==> config.mk <==
export PLATFORM = sky130hd
export DESIGN_NAME = dxt_block_decoder_top_flat
export DESIGN_NICKNAME = d
export VERILOG_FILES = /design/src/design/dxt_pkg.sv /design/src/design/dxt_if.sv /design/src/design/dxt_block_decoder_top.sv /design/src/flat_wrapper.sv
export SDC_FILE = /design/constraint.sdc
export NUM_CORES = 2
export LEC_CHECK = 0
export BUFFER_PORTS_ARGS = -buffer_cell sky130_fd_sc_hd__buf_2
export CAP_MARGIN = 20
export CELL_PAD_IN_SITES_DETAIL_PLACEMENT = 1
export CELL_PAD_IN_SITES_GLOBAL_PLACEMENT = 2
export CORE_MARGIN = 2
export CORE_UTILIZATION = 45
export DETAILED_ROUTE_END_ITERATION = 10
export PLACE_DENSITY = 0.94
export SYNTH_ARGS = -nofsm -noshare
export SYNTH_HDL_FRONTEND = slang
export SYNTH_SLANG_ARGS = --single-unit
==> constraint.sdc <==
create_clock -name clk -period 15.3 [get_ports clk]
set_input_delay 1.53 -clock clk [delete_from_list [all_inputs] [get_ports clk]]
set_output_delay 1.53 -clock clk [all_outputs]
set_load 0.02 [all_outputs]
==> src/design/dxt_pkg.sv <==
// ----------------------------------------------------------------------------
// dxt_pkg
// Shared types, format codes and constant-divide helpers for the S3TC
// block decoder.
// ----------------------------------------------------------------------------
package dxt_pkg;

  localparam logic [1:0] FMT_DXT1 = 2'd0;
  localparam logic [1:0] FMT_DXT3 = 2'd1;
  localparam logic [1:0] FMT_DXT5 = 2'd2;

  typedef logic [7:0]      chan_t;
  // index 0 is R, 1 is G, 2 is B
  typedef logic [2:0][7:0] rgb_t;

  // c*255/31 = 8*c + floor(7*c/31); 7*c/31 by reciprocal 265/2^13
  function automatic chan_t expand5(input logic [4:0] c);
    logic [7:0]  n;
    logic [16:0] q;
    n = 8'(c) * 8'd7;
    q = 17'(n) * 17'd265;
    return {c, 3'b000} + {5'b00000, q[15:13]};
  endfunction

  // c*255/63 = 4*c + floor(c/21); c/21 by reciprocal 49/2^10
  function automatic chan_t expand6(input logic [5:0] c);
    logic [11:0] q;
    q = 12'(c) * 12'd49;
    return {c, 2'b00} + {6'b000000, q[11:10]};
  endfunction

  // floor(n/3) for n < 768
  function automatic chan_t div3(input logic [9:0] n);
    logic [19:0] p;
    p = 20'(n) * 20'd683;
    return p[18:11];
  endfunction

  // floor(n/7) for n < 1792
  function automatic chan_t div7(input logic [10:0] n);
    logic [21:0] p;
    p = 22'(n) * 22'd2341;
    return p[21:14];
  endfunction

  // floor(n/5) for n < 1280
  function automatic chan_t div5(input logic [10:0] n);
    logic [20:0] p;
    p = 21'(n) * 21'd1639;
    return p[20:13];
  endfunction

endpackage

==> src/design/dxt_if.sv <==
// ----------------------------------------------------------------------------
// dxt channel interfaces
// Valid/ready channels for the compressed block input, the pixel row
// output and the format register write port.
// ----------------------------------------------------------------------------
interface dxt_in_if;
  logic        valid;
  logic        ready;
  logic [63:0] alpha_word;
  logic [63:0] color_word;
  modport source (output valid, alpha_word, color_word, input ready);
  modport sink   (input valid, alpha_word, color_word, output ready);
endinterface

interface dxt_out_if;
  logic        valid;
  logic        ready;
  logic [1:0]  row_index;
  logic [31:0] pixel_a;
  logic [31:0] pixel_b;
  logic [31:0] pixel_c;
  logic [31:0] pixel_d;
  logic        last_row;
  modport source (output valid, row_index, pixel_a, pixel_b, pixel_c, pixel_d,
                  last_row, input ready);
  modport sink   (input valid, row_index, pixel_a, pixel_b, pixel_c, pixel_d,
                  last_row, output ready);
endinterface

interface dxt_cfg_if;
  logic       valid;
  logic       ready;
  logic [1:0] data;
  modport source (output valid, data, input ready);
  modport sink   (input valid, data, output ready);
endinterface

==> src/design/dxt_block_decoder_top.sv <==
// ----------------------------------------------------------------------------
// dxt_block_decoder_top
// S3TC (DXT1/DXT3/DXT5) 4x4 block decoder, one RGBA8888 pixel row per beat.
//
//   channel  dir  beat payload                          handshake
//   cfg_ch   in   data: block format (0 DXT1,1 DXT3,2 DXT5) valid/ready
//   in_ch    in   alpha_word, color_word (one block)    valid/ready
//   out_ch   out  row_index, pixel_a..d, last_row       valid/ready
//
// The row stage holds a block while it emits its four rows, one per cycle
// while the output is not stalled, and takes the next block as its last row
// leaves. Row 0 passes through the endpoint register, palette register and
// output register in turn. rst_n (synchronous) clears all valid flags and
// sets the format to DXT1. A stalled output holds the row stage; the endpoint
// register keeps taking one more block behind it.
// ----------------------------------------------------------------------------
module dxt_block_decoder_top
  import dxt_pkg::*;
(
  input  logic      clk,
  input  logic      rst_n,
  dxt_cfg_if.sink   cfg_ch,
  dxt_in_if.sink    in_ch,
  dxt_out_if.source out_ch
);

  // format register
  logic [1:0] fmt_r;

  // endpoint stage
  logic        s1_vld_r;
  rgb_t        s1_e0_r, s1_e1_r;
  logic        s1_four_r;
  logic [31:0] s1_cidx_r;
  logic [63:0] s1_aw_r;
  rgb_t        e0_nxt, e1_nxt;

  // palette / row stage
  logic        s2_vld_r;
  logic [1:0]  s2_row_r;
  logic [31:0] s2_cpal_r [4];
  chan_t       s2_apal_r [8];
  logic [31:0] s2_cidx_r;
  logic [63:0] s2_aw_r;
  logic [31:0] cpal_nxt [4];
  chan_t       apal_nxt [8];

  // output register
  logic        o_vld_r;
  logic [1:0]  o_row_r;
  logic [31:0] o_pix_r [4];
  logic        o_last_r;
  logic [31:0] pix_nxt [4];

  logic s1_take, s2_load, s2_done, out_load;

  // ---------------------------------------------------------------- control
  assign out_load    = s2_vld_r && (!o_vld_r || out_ch.ready);
  assign s2_done     = out_load && (s2_row_r == 2'd3);
  assign s2_load     = s1_vld_r && (!s2_vld_r || s2_done);
  assign in_ch.ready = !s1_vld_r || s2_load;
  assign s1_take     = in_ch.valid && in_ch.ready;
  assign cfg_ch.ready = 1'b1;

  always_ff @(posedge clk) begin
    if (!rst_n) begin
      fmt_r    <= FMT_DXT1;
      s1_vld_r <= 1'b0;
      s2_vld_r <= 1'b0;
      s2_row_r <= 2'd0;
      o_vld_r  <= 1'b0;
    end else begin
      if (cfg_ch.valid) begin
        fmt_r <= cfg_ch.data;
      end
      if (s1_take) begin
        s1_vld_r <= 1'b1;
      end else if (s2_load) begin
        s1_vld_r <= 1'b0;
      end
      if (s2_load) begin
        s2_vld_r <= 1'b1;
        s2_row_r <= 2'd0;
      end else if (out_load) begin
        s2_vld_r <= !s2_done;
        s2_row_r <= s2_row_r + 2'd1;
      end
      if (out_load) begin
        o_vld_r <= 1'b1;
      end else if (out_ch.ready) begin
        o_vld_r <= 1'b0;
      end
    end
  end

  // --------------------------------------------------------- endpoint stage
  always_comb begin
    e0_nxt[0] = expand5(in_ch.color_word[15:11]);
    e0_nxt[1] = expand6(in_ch.color_word[10:5]);
    e0_nxt[2] = expand5(in_ch.color_word[4:0]);
    e1_nxt[0] = expand5(in_ch.color_word[31:27]);
    e1_nxt[1] = expand6(in_ch.color_word[26:21]);
    e1_nxt[2] = expand5(in_ch.color_word[20:16]);
  end

  always_ff @(posedge clk) begin
    if (s1_take) begin
      s1_e0_r   <= e0_nxt;
      s1_e1_r   <= e1_nxt;
      s1_four_r <= in_ch.color_word[15:0] > in_ch.color_word[31:16];
      s1_cidx_r <= in_ch.color_word[63:32];
      s1_aw_r   <= in_ch.alpha_word;
    end
  end

  // ---------------------------------------------------------- palette stage
  always_comb begin
    rgb_t       m2, m3;
    logic [9:0] n2, n3;
    logic [7:0] a0, a1;
    logic [10:0] n7, n5;
    for (int k = 0; k < 3; k++) begin
      if (s1_four_r) begin
        n2 = {1'b0, s1_e0_r[k], 1'b0} + {2'b00, s1_e1_r[k]};
        n3 = {2'b00, s1_e0_r[k]} + {1'b0, s1_e1_r[k], 1'b0};
        m2[k] = div3(n2);
        m3[k] = div3(n3);
      end else begin
        n2 = {2'b00, s1_e0_r[k]} + {2'b00, s1_e1_r[k]};
        n3 = 10'd0;
        m2[k] = n2[8:1];
        m3[k] = 8'd0;
      end
    end
    cpal_nxt[0] = {8'hFF, s1_e0_r};
    cpal_nxt[1] = {8'hFF, s1_e1_r};
    cpal_nxt[2] = {8'hFF, m2};
    // three-color mode: index 3 is transparent black
    cpal_nxt[3] = s1_four_r ? {8'hFF, m3} : 32'd0;

    a0 = s1_aw_r[7:0];
    a1 = s1_aw_r[15:8];
    apal_nxt[0] = a0;
    apal_nxt[1] = a1;
    for (int i = 1; i < 7; i++) begin
      n7 = 11'(7 - i) * {3'b000, a0} + 11'(i) * {3'b000, a1};
      n5 = (i < 5) ? 11'(5 - i) * {3'b000, a0} + 11'(i) * {3'b000, a1} : 11'd0;
      if (a0 > a1) begin
        apal_nxt[i + 1] = div7(n7);
      end else if (i < 5) begin
        apal_nxt[i + 1] = div5(n5);
      end else begin
        apal_nxt[i + 1] = (i == 5) ? 8'h00 : 8'hFF;
      end
    end
  end

  always_ff @(posedge clk) begin
    if (s2_load) begin
      s2_cpal_r <= cpal_nxt;
      s2_apal_r <= apal_nxt;
      s2_cidx_r <= s1_cidx_r;
      s2_aw_r   <= s1_aw_r;
    end
  end

  // -------------------------------------------------------------- row stage
  always_comb begin
    logic [3:0]  pidx;
    logic [1:0]  ci;
    logic [3:0]  nib;
    logic [2:0]  ai;
    logic [5:0]  apos;
    logic [31:0] px;
    for (int x = 0; x < 4; x++) begin
      pidx = {s2_row_r, 2'(x)};
      ci   = s2_cidx_r[{pidx, 1'b0} +: 2];
      nib  = s2_aw_r[{pidx, 2'b00} +: 4];
      apos = 6'd16 + 6'(pidx) * 6'd3;
      ai   = s2_aw_r[apos +: 3];
      px   = s2_cpal_r[ci];
      case (fmt_r)
        FMT_DXT3: pix_nxt[x] = {nib, nib, px[23:0]};
        FMT_DXT5: pix_nxt[x] = {s2_apal_r[ai], px[23:0]};
        default:  pix_nxt[x] = px;
      endcase
    end
  end

  always_ff @(posedge clk) begin
    if (out_load) begin
      o_row_r  <= s2_row_r;
      o_pix_r  <= pix_nxt;
      o_last_r <= (s2_row_r == 2'd3);
    end
  end

  assign out_ch.valid     = o_vld_r;
  assign out_ch.row_index = o_row_r;
  assign out_ch.pixel_a   = o_pix_r[0];
  assign out_ch.pixel_b   = o_pix_r[1];
  assign out_ch.pixel_c   = o_pix_r[2];
  assign out_ch.pixel_d   = o_pix_r[3];
  assign out_ch.last_row  = o_last_r;

`ifndef SYNTHESIS
  // never replace a block in the row stage before its last row leaves
  a_no_overwrite: assert property (@(posedge clk) disable iff (!rst_n)
    s2_load |-> (!s2_vld_r || s2_row_r == 2'd3))
    else $error("row stage reloaded mid-block");

  a_row_order: assert property (@(posedge clk) disable iff (!rst_n)
    out_load |=> (out_ch.valid && out_ch.row_index == $past(s2_row_r)))
    else $error("row beat out of order");

  a_last_flag: assert property (@(posedge clk) disable iff (!rst_n)
    out_ch.valid |-> (out_ch.last_row == (out_ch.row_index == 2'd3)))
    else $error("last_row does not match row_index");

  a_take_fills: assert property (@(posedge clk) disable iff (!rst_n)
    s1_take |=> s1_vld_r)
    else $error("accepted block lost at endpoint stage");
`endif

endmodule
==> src/flat_wrapper.sv <==
// flat-port wrapper written by rule: the top's interface ports become plain ports
module dxt_block_decoder_top_flat import dxt_pkg::*;
  (clk, rst_n, cfg_ch_valid, cfg_ch_data, cfg_ch_ready, in_ch_valid, in_ch_alpha_word, in_ch_color_word, in_ch_ready, out_ch_valid, out_ch_row_index, out_ch_pixel_a, out_ch_pixel_b, out_ch_pixel_c, out_ch_pixel_d, out_ch_last_row, out_ch_ready);
  dxt_cfg_if cfg_ch_i ();
  dxt_in_if in_ch_i ();
  dxt_out_if out_ch_i ();
  input  logic clk;
  input  logic rst_n;
  input wire logic [$bits(cfg_ch_i.valid)-1:0] cfg_ch_valid;
  input wire logic [$bits(cfg_ch_i.data)-1:0] cfg_ch_data;
  output wire logic [$bits(cfg_ch_i.ready)-1:0] cfg_ch_ready;
  input wire logic [$bits(in_ch_i.valid)-1:0] in_ch_valid;
  input wire logic [$bits(in_ch_i.alpha_word)-1:0] in_ch_alpha_word;
  input wire logic [$bits(in_ch_i.color_word)-1:0] in_ch_color_word;
  output wire logic [$bits(in_ch_i.ready)-1:0] in_ch_ready;
  output wire logic [$bits(out_ch_i.valid)-1:0] out_ch_valid;
  output wire logic [$bits(out_ch_i.row_index)-1:0] out_ch_row_index;
  output wire logic [$bits(out_ch_i.pixel_a)-1:0] out_ch_pixel_a;
  output wire logic [$bits(out_ch_i.pixel_b)-1:0] out_ch_pixel_b;
  output wire logic [$bits(out_ch_i.pixel_c)-1:0] out_ch_pixel_c;
  output wire logic [$bits(out_ch_i.pixel_d)-1:0] out_ch_pixel_d;
  output wire logic [$bits(out_ch_i.last_row)-1:0] out_ch_last_row;
  input wire logic [$bits(out_ch_i.ready)-1:0] out_ch_ready;
  assign cfg_ch_i.valid = cfg_ch_valid;
  assign cfg_ch_i.data = cfg_ch_data;
  assign cfg_ch_ready = cfg_ch_i.ready;
  assign in_ch_i.valid = in_ch_valid;
  assign in_ch_i.alpha_word = in_ch_alpha_word;
  assign in_ch_i.color_word = in_ch_color_word;
  assign in_ch_ready = in_ch_i.ready;
  assign out_ch_valid = out_ch_i.valid;
  assign out_ch_row_index = out_ch_i.row_index;
  assign out_ch_pixel_a = out_ch_i.pixel_a;
  assign out_ch_pixel_b = out_ch_i.pixel_b;
  assign out_ch_pixel_c = out_ch_i.pixel_c;
  assign out_ch_pixel_d = out_ch_i.pixel_d;
  assign out_ch_last_row = out_ch_i.last_row;
  assign out_ch_i.ready = out_ch_ready;
  dxt_block_decoder_top u_core (.clk(clk), .rst_n(rst_n), .cfg_ch(cfg_ch_i), .in_ch(in_ch_i), .out_ch(out_ch_i));
endmodule
# Word level (Yosys, flattened, before mapping)
# Cells that the tools add are included.
# op_classes
n_addsub	30
mul	36
n_div	0
n_lt_le_gt_ge	10
eq_ne	3
n_shift	12
mux	42
n_bitwise	9
n_reduce_logical	15
# ops
op	count
two-way mux 32 bit	9
binary-select mux 32 bit (select 2 bit)	4
case mux 32 bit (2 select lines)	4
variable part select 64 x 7 -> 3 bit	4
variable part select 64 x 7 -> 4 bit	4
multiplier 11 x 12 -> 22 bit, second input constant	6
variable part select 32 x 6 -> 2 bit	4
two-way mux 8 bit	15
multiplier 10 x 10 -> 19 bit, second input constant	6
binary-select mux 8 bit (select 3 bit)	4
multiplier 11 x 11 -> 21 bit, second input constant	4
multiplier 8 x 9 -> 16 bit, second input constant	4
multiplier 2 x 8 -> 10 bit, first input constant	4
adder 8 x 3 -> 8 bit	4
multiplier 5 x 3 -> 8 bit, second input constant	4
adder 8 x 9 -> 10 bit	3
adder 9 x 8 -> 10 bit	3
adder 8 x 8 -> 9 bit	3
adder 5 x 6 -> 6 bit, first input constant	4
multiplier 6 x 6 -> 12 bit, second input constant	2
adder 10 x 10 -> 11 bit	2
multiplier 3 x 8 -> 11 bit, first input constant	2
adder 8 x 2 -> 8 bit	2
greater-or-equal comparator 4 bit, second input constant	4
other kinds (26)	52
# word_totals
reg_bits	547
latch_bits	0
ramBits	0
romBits	0
memories	0

# Depth between registers and ports, before layout
# depth
word_depth	9
mapped_depth	31
ltp_nobuf	31

# Least setup slack after synthesis
# No wires, ideal clock.
# synth_timing
path_type	in2reg
startpoint	input out_ch_ready
endpoint	register u_core.s2_row_r[0]
setup_ps	129
t_arrival_ps	13169
required_time_ps	15171
setup_slack_ps	2002
path_stages	5
path_cell_list	nand2b_1 > a21oi_1 > nor2b_1 > nand2b_1 > nor2_1
# synth_via
elab_chain_len	6
# synth_lines
item	line_no	source
start, declared	flat_wrapper.sv:23	input wire logic [$bits(out_ch_i.ready)-1:0] out_ch_ready;
logical OR 1 bit	dxt_block_decoder_top.sv:58	assign out_load = s2_vld_r && (!o_vld_r || out_ch.ready);
logical AND 1 bit	dxt_block_decoder_top.sv:58	
logical AND 1 bit	dxt_block_decoder_top.sv:59	assign s2_done = out_load && (s2_row_r == 2'd3);
logical OR 1 bit	dxt_block_decoder_top.sv:60	assign s2_load = s1_vld_r && (!s2_vld_r || s2_done);
logical AND 1 bit	dxt_block_decoder_top.sv:60	
net u_core.s2_load	dxt_block_decoder_top.sv:55	logic s1_take, s2_load, s2_done, out_load;
OR reduction 2 bit (no line)	-	
end signal, assigned	dxt_block_decoder_top.sv:86	s2_row_r <= s2_row_r + 2'd1;
end, declared	dxt_block_decoder_top.sv:40	logic [1:0] s2_row_r;
# The timed path passes the listed nets, and every way through them passes these cells.
# A chain may end at the register's enable or synchronous reset.

==> results.rst <==
.. list-table::
   :header-rows: 1

   * - Metric
     - Value
   * - Run status
     - complete, no violations
   * - Final-layout setup total negative slack
     - 0 ns
   * - Total die area
     - 134000 sq um
   * - Share of the cycle needed by the critical path after routing
     - 58.0%
   * - Clock insertion delay at the later pin of the skew report
     - 0.68 ns
   * - Die height
     - 366 microns
   * - End of the worst register-to-register path
     - u_core.s2_apal_r[31]
   * - Setup slack on the worst flop-to-flop path
     - 6.42 ns
   * - Headroom to the max-slew limit
     - 28.1%
   * - Hold Path Class
     - reg -> reg
   * - Filler Cell Count
     - 13700
   * - Routed vias/inst
     - 5.79
   * - Mapped Avg Cell Area
     - 11.9 sq um
   * - PortBufs
     - 267
   * - CP max FO
     - 13
   * - Register bit total from synthesis
     - 524
   * - Antenna violations before repair
     - 32
   * - Largest net degree at the start of global routing
     - 78
   * - Final worst clock skew
     - 0.0359 ns
   * - Syn. warnings
     - 0
   * - Global-route wire length before repair
     - 261 mm
   * - Fraction of registers with async set/reset
     - 0%
   * - Post-Synthesis Cell Area
     - 58900 sq um
   * - Number of non-filler instances in the completed layout
     - 7027
   * - Number of nets at the end of the flow
     - 7084
   * - Critical path buffers and inverters
     - 5
   * - Clk buf depth
     - 3
   * - Total I/O pin count
     - 269
   * - Worst Tran Pin Value
     - 1.08 ns
   * - Family with the most delay on the worst path
     - adder cells
   * - Fraction of final layout cells sized beyond drive strength 1
     - 12.0%
   * - Predominant post-synthesis flop cell
     - sky130_fd_sc_hd__edfxtp_1
   * - Buffer cell driving the clock tree root
     - sky130_fd_sc_hd__clkbuf_16
   * - GRT Total Usage
     - 25.5%
   * - Number of routed nets with antenna violations
     - 0
   * - Crit path max-delay cell type
     - sky130_fd_sc_hd__edfxtp_1
   * - Placed Cells
     - 6895
   * - Number of flops mapped to enable cells by yosys
     - 517
   * - Hold path startpoint
     - u_core.s1_cidx_r[31]
   * - Cts-stage hold buffer count
     - 0
   * - Tmin final
     - 8.88 ns
   * - Most frequent cells in the layout
     - sky130_fd_sc_hd__ha_1, sky130_fd_sc_hd__inv_1, sky130_fd_sc_hd__edfxtp_1, sky130_fd_sc_hd__fa_1, sky130_fd_sc_hd__buf_2
   * - Clock transition at path regs
     - 0.07 ns
   * - Worst r2r path cells
     - 29
   * - CTS tree
     - yes
   * - Post-synthesis instance total
     - 4930
   * - Detailed-route via count
     - 40700
   * - Reg-to-reg startpoint
     - u_core.s1_aw_r[9]
   * - Worst hold margin
     - 0.417 ns
   * - Worst setup timing slack at the placement stage
     - 6.53 ns
   * - Number of nets produced by synthesis
     - 6798
   * - Type of the worst setup path
     - reg -> reg
   * - Setup repair after global routing missed its margin
     - no
   * - Dpl hpwl
     - 137 mm
   * - Number of instances resized during post-cts repair
     - 0
   * - DR WL/cell
     - 24.3 microns
   * - Hold Path Sink
     - u_core.s2_cidx_r[31]
   * - Worst endpoint required time
     - 15.73 ns
   * - Crit path setup slack, layout
     - 6.42 ns
   * - Number of optimization iterations in the first detailed-route pass
     - 8
   * - Area growth syn-to-layout
     - 8.97%
   * - Distinct cell type count of the synthesized netlist
     - 88
   * - # DRC
     - 0
   * - Iteration-0 DRC count of the detailed router
     - 3120
   * - Sequential share of the synthesized area
     - 26.6%
   * - Max-slew violation count
     - 0
   * - Type of destination of the critical path
     - flop
   * - Total grt overflow
     - 0
   * - Effective utilization at floorplan
     - 45.4%
   * - Worst Path Arrival
     - 9.31 ns
   * - Total detailed-routing wirelength
     - 171 mm
   * - Post-CTS Setup Repair Bufs
     - 0
   * - Final weighted congestion in routability-driven placement
     - 0.918
   * - Via count of the first global-routing pass
     - 44300
   * - Final setup violation count
     - 0
   * - Number of buffers created by CTS
     - 59
   * - Number of cells traversed by the worst hold path
     - 0
   * - Synth area leaders
     - sky130_fd_sc_hd__ha_1, sky130_fd_sc_hd__edfxtp_1, sky130_fd_sc_hd__fa_1
   * - Max Fclk
     - 0.113 GHz
   * - Die span in x
     - 366 microns
   * - Placeable core area
     - 130000 sq um
   * - Most common library cell in the layout ignoring fill and taps
     - sky130_fd_sc_hd__ha_1
   * - CTS H-tree depth
     - 2
   * - Number of max-cap violations
     - 0
   * - Startpoint types
     - flop
   * - Post-synth top area share
     - 28.1%
   * - Stage delay of the slowest cell on the critical path
     - 0.79 ns
   * - CTS sink count
     - 524
   * - Total count of hold-check failures in the final report
     - 0
   * - Placement row count
     - 132
   * - Post-synth top area cell
     - sky130_fd_sc_hd__ha_1
registers in the layout, indices dropped and copies added (netlist names):
name and cells:
u_core.out_ch.last_row 1, u_core.s1_cidx_r 32, u_core.s2_row_r 2, u_core.out_ch.pixel_c 32, u_core.out_ch.pixel_b 32, u_core.out_ch.pixel_a 32, u_core.s1_aw_r 64, u_core.s2_cidx_r 32
u_core.fmt_r 2, u_core.s2_aw_r 64, u_core.cpal_nxt 48, u_core.s1_four_r 1, u_core.out_ch.valid 1, u_core.s2_cpal_r 97, u_core.out_ch.pixel_d 32, u_core.s2_vld_r 1
u_core.s1_vld_r 1, u_core.out_ch.row_index 2, u_core.s2_apal_r 48
Yosys cell counts (80+ instances only):
cell type                  number
sky130_fd_sc_hd__xor2_1        83
sky130_fd_sc_hd__mux2i_1       82
sky130_fd_sc_hd__ha_1        1324
sky130_fd_sc_hd__mux4_2       167
sky130_fd_sc_hd__fa_1         409
sky130_fd_sc_hd__a21o_1        80
sky130_fd_sc_hd__o21ai_0       93
sky130_fd_sc_hd__xnor2_1      215
sky130_fd_sc_hd__nor2_1       166
sky130_fd_sc_hd__nand2_1      112
sky130_fd_sc_hd__a21oi_1      238
sky130_fd_sc_hd__edfxtp_1     517
sky130_fd_sc_hd__inv_1        723
per-stage QoR:
stage / area, sq um / utilization, %
global route: 64100 / 49.5
CTS: 64100 / 49.4
floorplan: 58900 / -
global placement: 62200 / 48.0
detailed placement: 62200 / 48.0
finish: 64200 / 49.5
layout make-up:
cell class	count	area [sq um]	share of cell area, %
Clock inverter	38	372	0.579
Antenna cell	20	50.0	0.0780
Sequential cell	524	15700	24.4
Multi-Input combinational cell	3608	40000	62.4
Timing Repair Buffer	299	1590	2.47
Inverter	724	2720	4.24
Tap cell	1742	2180	3.40
Clock buffer	72	1540	2.39
how the worst max path moves through the flow:
stage	start	endpoint	slack, ns	cells past startpoint
floorplan	out_ch_ready	u_core.s2_row_r[0]	2.00	5
global placement	u_core.s1_aw_r[9]	u_core.s2_apal_r[31]	6.78	29
CTS	u_core.s1_aw_r[9]	u_core.s2_apal_r[31]	6.46	29
detailed placement	u_core.s1_aw_r[9]	u_core.s2_apal_r[31]	6.53	29
global route	u_core.s1_aw_r[9]	u_core.s2_apal_r[31]	5.92	29
finish	u_core.s1_aw_r[9]	u_core.s2_apal_r[31]	6.42	29
metal layers:
| metal | global-route usage [%] | vias up | part of all wire (%) |
|---|---|---|---|
| met1 | 33.4 | 20600 | 42 |
| li1 | - | 18400 | - |
| met5 | 0 | - | 0.090 |
| met4 | 9.47 | 22 | 3.8 |
| met3 | 3.88 | 332 | 6.5 |
| met2 | 42.7 | 1321 | 47 |
logic make-up (layout without fill, tap and decap cells):
| family | count (synthesis) | after routing | share of synthesized area, % |
|---|---|---|---|
| AND/OR/NAND/NOR | 542 | 542 | 4.49 |
| adder cells (fa/ha/maj) | 1733 | 1733 | 42.0 |
| AO/OA/AOI/OAI | 727 | 727 | 7.94 |
| flip-flops | 524 | 524 | 26.6 |
| buffers and inverters | 798 | 1133 | 5.42 |
| multiplexers | 306 | 306 | 9.01 |
| other | 1 | 21 | 0.00637 |
| XOR/XNOR | 299 | 299 | 4.47 |
Power is not shown: default switching activity piles up to over one toggle a cycle in this logic, so the estimate is an artifact.
